--- config.mk ---
export PLATFORM = sky130hd
export DESIGN_NAME = spectrum_db_base64_encoder
export DESIGN_NICKNAME = d
export VERILOG_FILES = /design/src/sdb64_pkg.sv /design/src/sdb64_mul.sv /design/src/sdb64_norm.sv /design/src/spectrum_db_base64_encoder.sv
export VERILOG_INCLUDE_DIRS = /design/src /design/src/src
export SDC_FILE = /design/constraint.sdc
export NUM_CORES = 2
export LEC_CHECK = 0
export BUFFER_PORTS_ARGS = -buffer_cell sky130_fd_sc_hd__buf_2
export CAP_MARGIN = 20
export CORE_ASPECT_RATIO = 1.25
export CORE_MARGIN = 8
export CORE_UTILIZATION = 60
export DETAILED_ROUTE_END_ITERATION = 8
export MAX_ROUTING_LAYER = met4
export PLACE_DENSITY = 0.89
export SLEW_MARGIN = 20
export SYNTH_ARGS = -nofsm -noshare
export SYNTH_HDL_FRONTEND = slang
export SYNTH_SLANG_ARGS = --single-unit
export TNS_END_PERCENT = 30
--- constraint.sdc ---
create_clock -name i_clk -period 11.35 [get_ports i_clk]
set_input_delay 0 -clock i_clk [delete_from_list [all_inputs] [get_ports i_clk]]
set_output_delay 0 -clock i_clk [all_outputs]
set_load 0.01 [all_outputs]
--- src/spectrum_db_base64_encoder_defines.svh ---
// assertion macros shared by the spectrum dB base64 encoder rtl
`ifndef SPECTRUM_DB_BASE64_ENCODER_DEFINES_SVH
`define SPECTRUM_DB_BASE64_ENCODER_DEFINES_SVH

// same-cycle implication, sampled on i_clk, off while i_rst_n is low
`define SDB64_ASSERT_NOW(label, ante, cons, msg) \
    label: assert property (@(posedge i_clk) disable iff (!i_rst_n) (ante) |-> (cons)) \
        else $error(msg);

// next-cycle implication, sampled on i_clk, off while i_rst_n is low
`define SDB64_ASSERT_NEXT(label, ante, cons, msg) \
    label: assert property (@(posedge i_clk) disable iff (!i_rst_n) (ante) |=> (cons)) \
        else $error(msg);

`endif

--- src/sdb64_pkg.sv ---
// shared types, constants and the base64 alphabet for the spectrum dB encoder
`timescale 1ns / 1ps
`default_nettype none

package sdb64_pkg;

    // register indexes on the configuration port
    localparam logic [1:0] REG_ACCUM = 2'd0;
    localparam logic [1:0] REG_LEN   = 2'd1;

    // output code ceiling, also used for skipped bins and zero power
    localparam logic [23:0] CODE_MAX = 24'd16700000;

    // low 32 bits of 10*log10(2)*1e5 in q.16; the upper part is exactly 4 * 2^32
    localparam logic [31:0] KQ_LO = 32'd2548432612;

    // (3830000 << 16) + 64 * kq, the constant the scaled log is taken from
    localparam logic [43:0] C0 = 44'd1513614194944;

    // (64 - 16) << 24: bias plus the removal of the 16 fraction bits of power
    localparam logic [31:0] LR_BIAS_Q24 = 32'h3000_0000;

    // rounds of mantissa squaring, one fraction bit each
    localparam int unsigned FRAC_W = 24;

    // normalizer result: leading one position and the top 32 bits, leading one included
    typedef struct packed {
        logic        done;
        logic [5:0]  exp;
        logic [31:0] mant;
    } t_norm_res;

    // base64 character of a six bit value
    function automatic logic [7:0] b64_char(input logic [5:0] idx);
        logic [7:0] ch;
        if (idx < 6'd26) begin
            ch = 8'd65 + {2'b00, idx};          // 'A'
        end else if (idx < 6'd52) begin
            ch = 8'd71 + {2'b00, idx};          // 'a' - 26
        end else if (idx < 6'd62) begin
            ch = {2'b00, idx} - 8'd4;           // '0' - 52
        end else if (idx == 6'd62) begin
            ch = 8'd43;                         // '+'
        end else begin
            ch = 8'd47;                         // '/'
        end
        return ch;
    endfunction

endpackage

`default_nettype wire

--- src/sdb64_mul.sv ---
// shared 32x32 unsigned multiplier with a registered product
`timescale 1ns / 1ps
`default_nettype none

module sdb64_mul (
    input  wire logic        i_clk,
    input  wire logic [31:0] i_a,
    input  wire logic [31:0] i_b,
    output logic      [63:0] o_prod
);

    logic [63:0] r_prod;

    // one product per cycle, available the cycle after the operands
    always_ff @(posedge i_clk) begin
        r_prod <= 64'(i_a) * 64'(i_b);
    end

    assign o_prod = r_prod;

endmodule

`default_nettype wire

--- src/sdb64_norm.sv ---
// iterative leading-one normalizer: six halving steps over a 64 bit word
`timescale 1ns / 1ps
`default_nettype none

module sdb64_norm (
    input  wire logic                 i_clk,
    input  wire logic                 i_rst_n,
    input  wire logic                 i_start,
    input  wire logic [63:0]          i_value,
    output sdb64_pkg::t_norm_res      o_res
);

    logic [63:0] r_x;
    logic [5:0]  r_e;
    logic [2:0]  r_step;
    logic        r_busy;
    logic        r_done;

    logic [5:0]  shamt;
    logic [63:0] hi_mask;
    logic        hi_zero;

    // shift of this step: 32, 16, 8, 4, 2, 1
    assign shamt   = 6'd32 >> r_step;
    assign hi_mask = ~(64'hFFFF_FFFF_FFFF_FFFF >> shamt);
    assign hi_zero = (r_x & hi_mask) == 64'd0;

    // step control
    always_ff @(posedge i_clk) begin
        if (!i_rst_n) begin
            r_busy <= 1'b0;
            r_done <= 1'b0;
            r_step <= 3'd0;
        end else if (i_start) begin
            r_busy <= 1'b1;
            r_done <= 1'b0;
            r_step <= 3'd0;
        end else if (r_busy) begin
            r_step <= r_step + 3'd1;
            if (r_step == 3'd5) begin
                r_busy <= 1'b0;
                r_done <= 1'b1;
            end
        end else begin
            r_done <= 1'b0;
        end
    end

    // shift the word up while its top bits are zero
    always_ff @(posedge i_clk) begin
        if (i_start) begin
            r_x <= i_value;
            r_e <= 6'd63;
        end else if (r_busy && hi_zero) begin
            r_x <= r_x << shamt;
            r_e <= r_e - shamt;
        end
    end

    assign o_res.done = r_done;
    assign o_res.exp  = r_e;
    assign o_res.mant = r_x[63:32];

endmodule

`default_nettype wire

--- src/spectrum_db_base64_encoder.sv ---
// top level: bin counter, log2 sequencer, dB scaling and base64 output register
`timescale 1ns / 1ps
`default_nettype none

`include "spectrum_db_base64_encoder_defines.svh"

// Power spectrum to dB encoder. Each input beat carries one accumulated power
// sample (48 bits, 16 fraction bits); each output beat carries code = -dB*1e5
// clamped to 0..16700000, its four base64 characters (top six bits first) and
// an end-of-spectrum flag. dB is 10*log10(power/(2*accums*length)) - 38.3, and
// the first SKIPPED_BINS bins of a spectrum, as well as zero power, give the
// ceiling code. Between accepted input beats a normal bin goes through two
// base-2 logarithms, each a leading-one normalize (six halving steps, then
// the result is picked up) plus 24 squaring rounds on the one shared 32x32
// multiplier, then the scaling states KQI and KQF on that same multiplier,
// SUM, ADD and FIN, a hand-off in DONE and a return to idle. Skipped bins
// and zero power go straight to DONE. The finished result sits in an output
// register, so the next input beat is taken while it waits. Write the two
// configuration registers only while no beat is in flight.
module spectrum_db_base64_encoder #(
    parameter int MAX_BINS     = 65536,
    parameter int SKIPPED_BINS = 10
) (
    input  wire logic        i_clk,
    input  wire logic        i_rst_n,
    // configuration
    input  wire logic        i_cfg_wr_en,
    input  wire logic [1:0]  i_cfg_index,
    input  wire logic [23:0] i_cfg_wr_data,
    // input beats
    input  wire logic        i_in_valid,
    output logic             o_in_stall,
    input  wire logic [47:0] i_power,
    // output beats
    output logic             o_out_valid,
    input  wire logic        i_out_stall,
    output logic      [23:0] o_code,
    output logic      [7:0]  o_char_first,
    output logic      [7:0]  o_char_second,
    output logic      [7:0]  o_char_third,
    output logic      [7:0]  o_char_fourth,
    output logic             o_end_of_spectrum
);

    localparam int BIN_W = $clog2(MAX_BINS);
    localparam int LEN_W = BIN_W + 1;
    localparam int DEN_W = 24 + LEN_W + 1;
    localparam int SUB_W = 44;
    localparam int FRAC_W_L = sdb64_pkg::FRAC_W;

    localparam logic [3:0] S_IDLE = 4'd0;
    localparam logic [3:0] S_NORM = 4'd1;
    localparam logic [3:0] S_SQR  = 4'd2;
    localparam logic [3:0] S_KQI  = 4'd3;
    localparam logic [3:0] S_KQF  = 4'd4;
    localparam logic [3:0] S_SUM  = 4'd5;
    localparam logic [3:0] S_ADD  = 4'd6;
    localparam logic [3:0] S_FIN  = 4'd7;
    localparam logic [3:0] S_DONE = 4'd8;

    // control registers
    logic [3:0]       r_state, n_state;
    logic             r_phase, n_phase;
    logic [4:0]       r_round, n_round;
    logic [BIN_W-1:0] r_bin,   n_bin;
    logic             r_out_valid, n_out_valid;
    logic [23:0]      r_acc;
    logic [16:0]      r_len;

    // datapath registers
    logic [FRAC_W_L-1:0] r_frac, n_frac;
    logic [29:0]      r_l2p,   n_l2p;
    logic [31:0]      r_lr,    n_lr;
    logic [DEN_W-1:0] r_den,   n_den;
    logic [SUB_W-1:0] r_sub,   n_sub;
    logic [34:0]      r_fterm, n_fterm;
    logic [23:0]      r_code,  n_code;
    logic             r_eos,   n_eos;
    logic [23:0]      r_out_code;
    logic             r_out_eos;

    // shared unit hookup
    logic [31:0]           mul_a;
    logic [31:0]           mul_b;
    logic [63:0]           r_prod;
    logic                  norm_start;
    logic [63:0]           norm_value;
    sdb64_pkg::t_norm_res  norm_res;

    // effective configuration and per-beat decode
    logic [23:0]      acc_eff;
    logic [31:0]      len_wide;
    logic [LEN_W-1:0] len_eff;
    logic             eos;
    logic             skip;
    logic             in_acc;
    logic             out_acc;
    logic             out_load;

    // squaring round and scaling terms
    logic [32:0]      sq_t;
    logic             sq_bit;
    logic [31:0]      sq_m;
    logic [23:0]      frac_new;
    logic [58:0]      fsum;
    logic [SUB_W-1:0] fin_diff;
    logic [24:0]      fin_q;

    sdb64_mul u_mul (
        .i_clk  (i_clk),
        .i_a    (mul_a),
        .i_b    (mul_b),
        .o_prod (r_prod)
    );

    sdb64_norm u_norm (
        .i_clk   (i_clk),
        .i_rst_n (i_rst_n),
        .i_start (norm_start),
        .i_value (norm_value),
        .o_res   (norm_res)
    );

    // handshakes
    assign in_acc     = i_in_valid && !o_in_stall;
    assign out_acc    = r_out_valid && !i_out_stall;
    assign o_in_stall = r_state != S_IDLE;

    // zero count means one, length limited to 1..MAX_BINS
    assign acc_eff  = (r_acc == 24'd0) ? 24'd1 : r_acc;
    assign len_wide = 32'(r_len);
    assign len_eff  = (len_wide == 32'd0) ? LEN_W'(1) :
                      (len_wide > 32'(MAX_BINS)) ? LEN_W'(MAX_BINS) : LEN_W'(len_wide);
    assign eos      = ({1'b0, r_bin} + LEN_W'(1)) >= len_eff;
    assign skip     = 32'(r_bin) < 32'(SKIPPED_BINS);

    // one squaring round: renormalize the q1.31 square and pull out a bit
    assign sq_t     = r_prod[63:31];
    assign sq_bit   = sq_t[32];
    assign sq_m     = sq_bit ? sq_t[32:1] : sq_t[31:0];
    assign frac_new = {r_frac[FRAC_W_L-2:0], sq_bit};

    // kq * frac = kq_lo * frac + frac << 34, then drop 24 fraction bits
    assign fsum     = 59'(r_prod) + (59'(r_lr[23:0]) << 34);
    assign fin_diff = sdb64_pkg::C0 - r_sub;
    assign fin_q    = fin_diff[40:16];

    // sequencer
    always_comb begin
        n_state     = r_state;
        n_phase     = r_phase;
        n_round     = r_round;
        n_bin       = r_bin;
        n_frac      = r_frac;
        n_l2p       = r_l2p;
        n_lr        = r_lr;
        n_den       = r_den;
        n_sub       = r_sub;
        n_fterm     = r_fterm;
        n_code      = r_code;
        n_eos       = r_eos;
        mul_a       = 32'(acc_eff);
        mul_b       = 32'(len_eff);
        norm_start  = 1'b0;
        norm_value  = 64'(r_den);
        out_load    = 1'b0;

        case (r_state)
            S_IDLE: begin
                if (in_acc) begin
                    n_eos = eos;
                    n_bin = eos ? '0 : r_bin + BIN_W'(1);
                    if (skip || i_power == 48'd0) begin
                        n_code  = sdb64_pkg::CODE_MAX;
                        n_state = S_DONE;
                    end else begin
                        norm_start = 1'b1;
                        norm_value = 64'(i_power);
                        n_phase    = 1'b0;
                        n_state    = S_NORM;
                    end
                end
            end
            S_NORM: begin
                // the multiplier forms accums * length while power normalizes
                if (!r_phase) begin
                    n_den = {r_prod[DEN_W-2:0], 1'b0};
                end
                if (norm_res.done) begin
                    mul_a   = norm_res.mant;
                    mul_b   = norm_res.mant;
                    n_round = 5'd0;
                    n_state = S_SQR;
                end
            end
            S_SQR: begin
                mul_a   = sq_m;
                mul_b   = sq_m;
                n_frac  = frac_new;
                n_round = r_round + 5'd1;
                if (r_round == 5'(FRAC_W_L - 1)) begin
                    if (!r_phase) begin
                        n_l2p      = {norm_res.exp, frac_new};
                        norm_start = 1'b1;
                        norm_value = 64'(r_den);
                        n_phase    = 1'b1;
                        n_state    = S_NORM;
                    end else begin
                        n_lr    = 32'(r_l2p) + sdb64_pkg::LR_BIAS_Q24
                                  - 32'({norm_res.exp, frac_new});
                        n_state = S_KQI;
                    end
                end
            end
            S_KQI: begin
                mul_a   = sdb64_pkg::KQ_LO;
                mul_b   = 32'(r_lr[31:24]);
                n_state = S_KQF;
            end
            S_KQF: begin
                // kq * int = kq_lo * int + int << 34
                n_sub   = SUB_W'(r_prod) + (SUB_W'(r_lr[31:24]) << 34);
                mul_a   = sdb64_pkg::KQ_LO;
                mul_b   = 32'(r_lr[23:0]);
                n_state = S_SUM;
            end
            S_SUM: begin
                n_fterm = fsum[58:24];
                n_state = S_ADD;
            end
            S_ADD: begin
                n_sub   = r_sub + SUB_W'(r_fterm);
                n_state = S_FIN;
            end
            S_FIN: begin
                // negative result clamps to zero, large ones to the ceiling
                if (r_sub > sdb64_pkg::C0) begin
                    n_code = 24'd0;
                end else if (fin_q > 25'(sdb64_pkg::CODE_MAX)) begin
                    n_code = sdb64_pkg::CODE_MAX;
                end else begin
                    n_code = fin_q[23:0];
                end
                n_state = S_DONE;
            end
            S_DONE: begin
                if (!r_out_valid || !i_out_stall) begin
                    out_load = 1'b1;
                    n_state  = S_IDLE;
                end
            end
            default: begin
                n_state = S_IDLE;
            end
        endcase
    end

    assign n_out_valid = out_load ? 1'b1 : (out_acc ? 1'b0 : r_out_valid);

    // control state
    always_ff @(posedge i_clk) begin
        if (!i_rst_n) begin
            r_state     <= S_IDLE;
            r_phase     <= 1'b0;
            r_round     <= 5'd0;
            r_bin       <= '0;
            r_out_valid <= 1'b0;
        end else begin
            r_state     <= n_state;
            r_phase     <= n_phase;
            r_round     <= n_round;
            r_bin       <= n_bin;
            r_out_valid <= n_out_valid;
        end
    end

    // configuration registers
    always_ff @(posedge i_clk) begin
        if (!i_rst_n) begin
            r_acc <= 24'd1;
            r_len <= 17'd32768;
        end else if (i_cfg_wr_en) begin
            case (i_cfg_index)
                sdb64_pkg::REG_ACCUM: r_acc <= i_cfg_wr_data;
                sdb64_pkg::REG_LEN:   r_len <= i_cfg_wr_data[16:0];
                default: begin
                end
            endcase
        end
    end

    // datapath and output register
    always_ff @(posedge i_clk) begin
        r_frac  <= n_frac;
        r_l2p   <= n_l2p;
        r_lr    <= n_lr;
        r_den   <= n_den;
        r_sub   <= n_sub;
        r_fterm <= n_fterm;
        r_code  <= n_code;
        r_eos   <= n_eos;
        if (out_load) begin
            r_out_code <= r_code;
            r_out_eos  <= r_eos;
        end
    end

    // output beat
    assign o_out_valid       = r_out_valid;
    assign o_code            = r_out_code;
    assign o_end_of_spectrum = r_out_eos;
    assign o_char_first      = sdb64_pkg::b64_char(r_out_code[23:18]);
    assign o_char_second     = sdb64_pkg::b64_char(r_out_code[17:12]);
    assign o_char_third      = sdb64_pkg::b64_char(r_out_code[11:6]);
    assign o_char_fourth     = sdb64_pkg::b64_char(r_out_code[5:0]);

    // checks
    `SDB64_ASSERT_NEXT(a_busy_after_accept, in_acc, o_in_stall, "input taken while busy")
    `SDB64_ASSERT_NOW(a_norm_done_in_norm, norm_res.done, r_state == S_NORM, "stray normalize")
    `SDB64_ASSERT_NOW(a_code_range, r_out_valid, r_out_code <= sdb64_pkg::CODE_MAX, "code range")
    `SDB64_ASSERT_NOW(a_load_from_done, $rose(r_out_valid), $past(r_state) == S_DONE, "bad load")

endmodule

`default_nettype wire
==> reports/results.txt <==
result of the run = finished, final reports clean
total detailed-routing wirelength = 242000 um
relative max-transition margin = 0.139
Die Span Y = 374 um
number of warnings printed during yosys synthesis = 0
Bufs on Longest Clock Path = 3
number of antenna violations at the first check in global routing = 20
# placed instances = 8161
worst hold endpoint = r_acc[6]
worst hold path cell count = 5
min cycle time layout = 11030 ps
largest net degree at the start of global routing = 75
area growth from synthesis to layout = 8.75%
commonest non-fill, non-tap cells in the layout = inv_1 (1107), fa_1 (901), nand2_1 (897)
critical path class = flip-flop to flip-flop
EDFF count, synth = 319
FF-to-FF End = u_mul.o_prod[62]
data required time of the worst path = 11870 ps
routability congestion estimate = 1.16
Std-Cell Core Area = 102000 um^2
io pins = 138
average vias per placed instance = 6.47
switching power summed over all nets = 1.10 mW
worst reg2reg setup slack = 320 ps
number of antenna-violating nets in the routed design = 0
Tot GR Track Use = 0.436
Final Max Tran Viols = 0
Die Footprint = 113000 um^2
switching part of the total = 0.273
number of levels the H-tree was split into = 2
distinct cell type count after synthesis = 95
cell with the largest stage delay on the worst path = a211o_1
clock share of power = 0.438
Avg Synthesized Cell Area = 9.03 um^2
routed wire length per instance = 28.9 um
post-synth top area cell = fa_1
CP startpoint kind = flip-flop
source of the worst hold timing path = i_cfg_index[0]
clock latency of the later-clocked register in the worst-skew pair = 680 ps
layout filler cell count = 8246
combinational power share = 0.104
vias in the first global route = 55600
NumNets Final = 8383
Setup-failing EPs final = 0
cell internal pwr = 2.93 mW
wire length of the first global-routing pass = 354000 um
worst r2r src = r_state[1]
Worst-path clk slew = 80 ps
Tcrit/Tclk final = 0.972
total power divided by cell area = 60.2 nW/um^2
classification of the worst-slack hold path = input pin to flip-flop
largest cells by area after synthesis = fa_1 (29%), edfxtp_1 (16%), ha_1 (8.9%), inv_1 (6.8%), nand2_1 (5.5%)
maximum fanout along the worst path = 15
worst hold-check slack = 40.2 ps
DRC errors left = 0
post-layout instance count excluding filler cells = 8358
Crit path arrival time = 11550 ps
first-pass iteration count of the detailed router = 9
post-CTS setup-driven buffer insertion count = 0
cell area after synthesis = 61500 um^2
setup repair after global routing missed its margin = false
Seq/Total Area, Yosys = 0.202
Async SR Flop Fraction = 0
Worst Skew = 53.5 ps
net count after synthesis = 8235
residual overflow from global routing = 0
CTS Buf Count = 50
Initial Utilization = 0.604
synthesized instance count = 6817
commonest non-fill, non-tap cell in the layout = inv_1
most frequent CP cell = fa_1
crit-path max cell delay = 810 ps
number of cell rows = 131
number of synthesized register bits = 462
part of the power in registers = 0.458
sinks on the clock net = 462
total count of hold-check failures in the final report = 0
worst supply voltage drop on vdd = 130 uV
Fmax achieved = 90.7 MHz
clock tree from TritonCTS = yes
CP Capture Type = flip-flop
Leakage = 31.8 nW
Slew @ Worst Pin = 1280 ps
max-cap viol count = 0
setup tns final = 0 ps
root cell of the clock tree = clkbuf_16
number of cells traversed by the worst register-to-register path = 30
Yosys top cell area share = 0.293
# port buffers = 137
most used flip-flop cell after synthesis = edfxtp_1
proportion of layout cells with a drive suffix above 1 = 0.0768
Die X-Extent = 302 um
violation count after the first detailed-route iteration = 6663
total number of vias = 54100
placed wire-length estimate = 191000 um
## worst max-delay path, delay by kind of cell (launching register included)
family | cells | cell delay [ps]
buffers and inverters | 5 | 610
AND/OR/NAND/NOR | 6 | 2040
AO/OA/AOI/OAI | 10 | 3000
flip-flops | 1 | 600
adder cells (fa/ha/maj) | 9 | 4640
## through the flow
step | instance area, um^2 | power (mW) | utilization | worst slack (ps)
2_1_floorplan | 61500 | 2.07 | - | 1240
3_3_place_gp | 64300 | 2.25 | 0.630 | 406
5_1_grt | 66900 | 4.11 | 0.656 | 101
6_report | 66900 | 4.03 | 0.657 | 320
4_1_cts | 66800 | 4.00 | 0.655 | 167
3_5_place_dp | 64300 | 2.26 | 0.631 | 194
## state kept, by name, summed over array words and instances, names as in the netlist, 16 cells and up
signal and cells:
r_l2p 30, r_acc 24, o_code 24, u_norm.r_x 64
u_mul.o_prod 64, r_frac 23, r_sub 44, r_code 24
r_lr 32, r_len 17, r_bin 16, r_den 41
r_fterm 35
## logic make-up after synthesis
family	after synthesis	share of synthesized area
multiplexers	261	0.0434
buffers and inverters	1450	0.0889
adder cells (fa/ha/maj)	1340	0.382
XOR/XNOR	194	0.0276
AO/OA/AOI/OAI	1103	0.116
AND/OR/NAND/NOR	2007	0.140
flip-flops	462	0.202
## synthesized netlist by cell type, drive strengths merged, types with 22 or more instances
master	n
nor4	31
edfxtp	319
a21o	103
dfxtp	143
buf	38
nand2b	38
o21a	43
mux2i	241
xor2	68
a22oi	34
nor3	38
o211ai	24
a21boi	49
and2	66
o22ai	22
inv	1111
a31oi	45
nand2	900
nand3	86
nor2b	22
and3	51
a21oi	308
fa	901
ha	438
nor2	659
a211oi	55
xnor2	126
o21bai	25
o21ai	242
a221oi	26
clkbuf	291
nand4	49
## what timing repair did
item / in CTS / in global routing
endpoints found under the setup margin: 0 / 9
hold buffers: 81 / 0
endpoints found under the hold margin: 99 / 0
gates resized for setup: 0 / 2
## worst max path at each step
stage,slack [ps],endpoint,cells after the start,startpoint
final,320,u_mul.o_prod[62],30,r_state[1]
after global placement,410,u_mul.o_prod[62],31,r_state[1]
after CTS,170,u_mul.o_prod[61],32,r_state[1]
after global routing,100,u_mul.o_prod[62],30,r_state[1]
after floorplan,1240,u_mul.o_prod[62],34,r_state[2]
after detailed placement,190,u_mul.o_prod[61],32,r_state[1]
## layer usage
metal  share of wire  routed length [um]  GRT usage  up-vias
li1                -                   -          -    22500
met1            0.33               80400      0.481    26300
met2            0.44              107000      0.663     3961
met3            0.12               28400      0.122     1374
met4            0.11               25800      0.342        0
met5               0                   0          -        -
## final cells by class
cell class / count / area (um^2) / share of cell area
timing repair buffer: 425 / 3070 / 0.0459
antenna: 23 / 57.6 / 0.000860
inverter: 1121 / 4210 / 0.0629
sequential: 462 / 12400 / 0.186
tap: 1330 / 1660 / 0.0249
multi-input combinational: 4905 / 43800 / 0.654
clock buffer: 62 / 1360 / 0.0203
clock inverter: 30 / 374 / 0.00559
## power groups by stage
stage	clock, mW	sequential (mW)	combinational [mW]
floorplan	0	1.86	0.206
global placement	0	1.88	0.372
detailed placement	0	1.88	0.380
CTS	1.76	1.84	0.403
global route	1.82	1.84	0.439
finish	1.76	1.84	0.420
(Power assumes the default switching activity.)
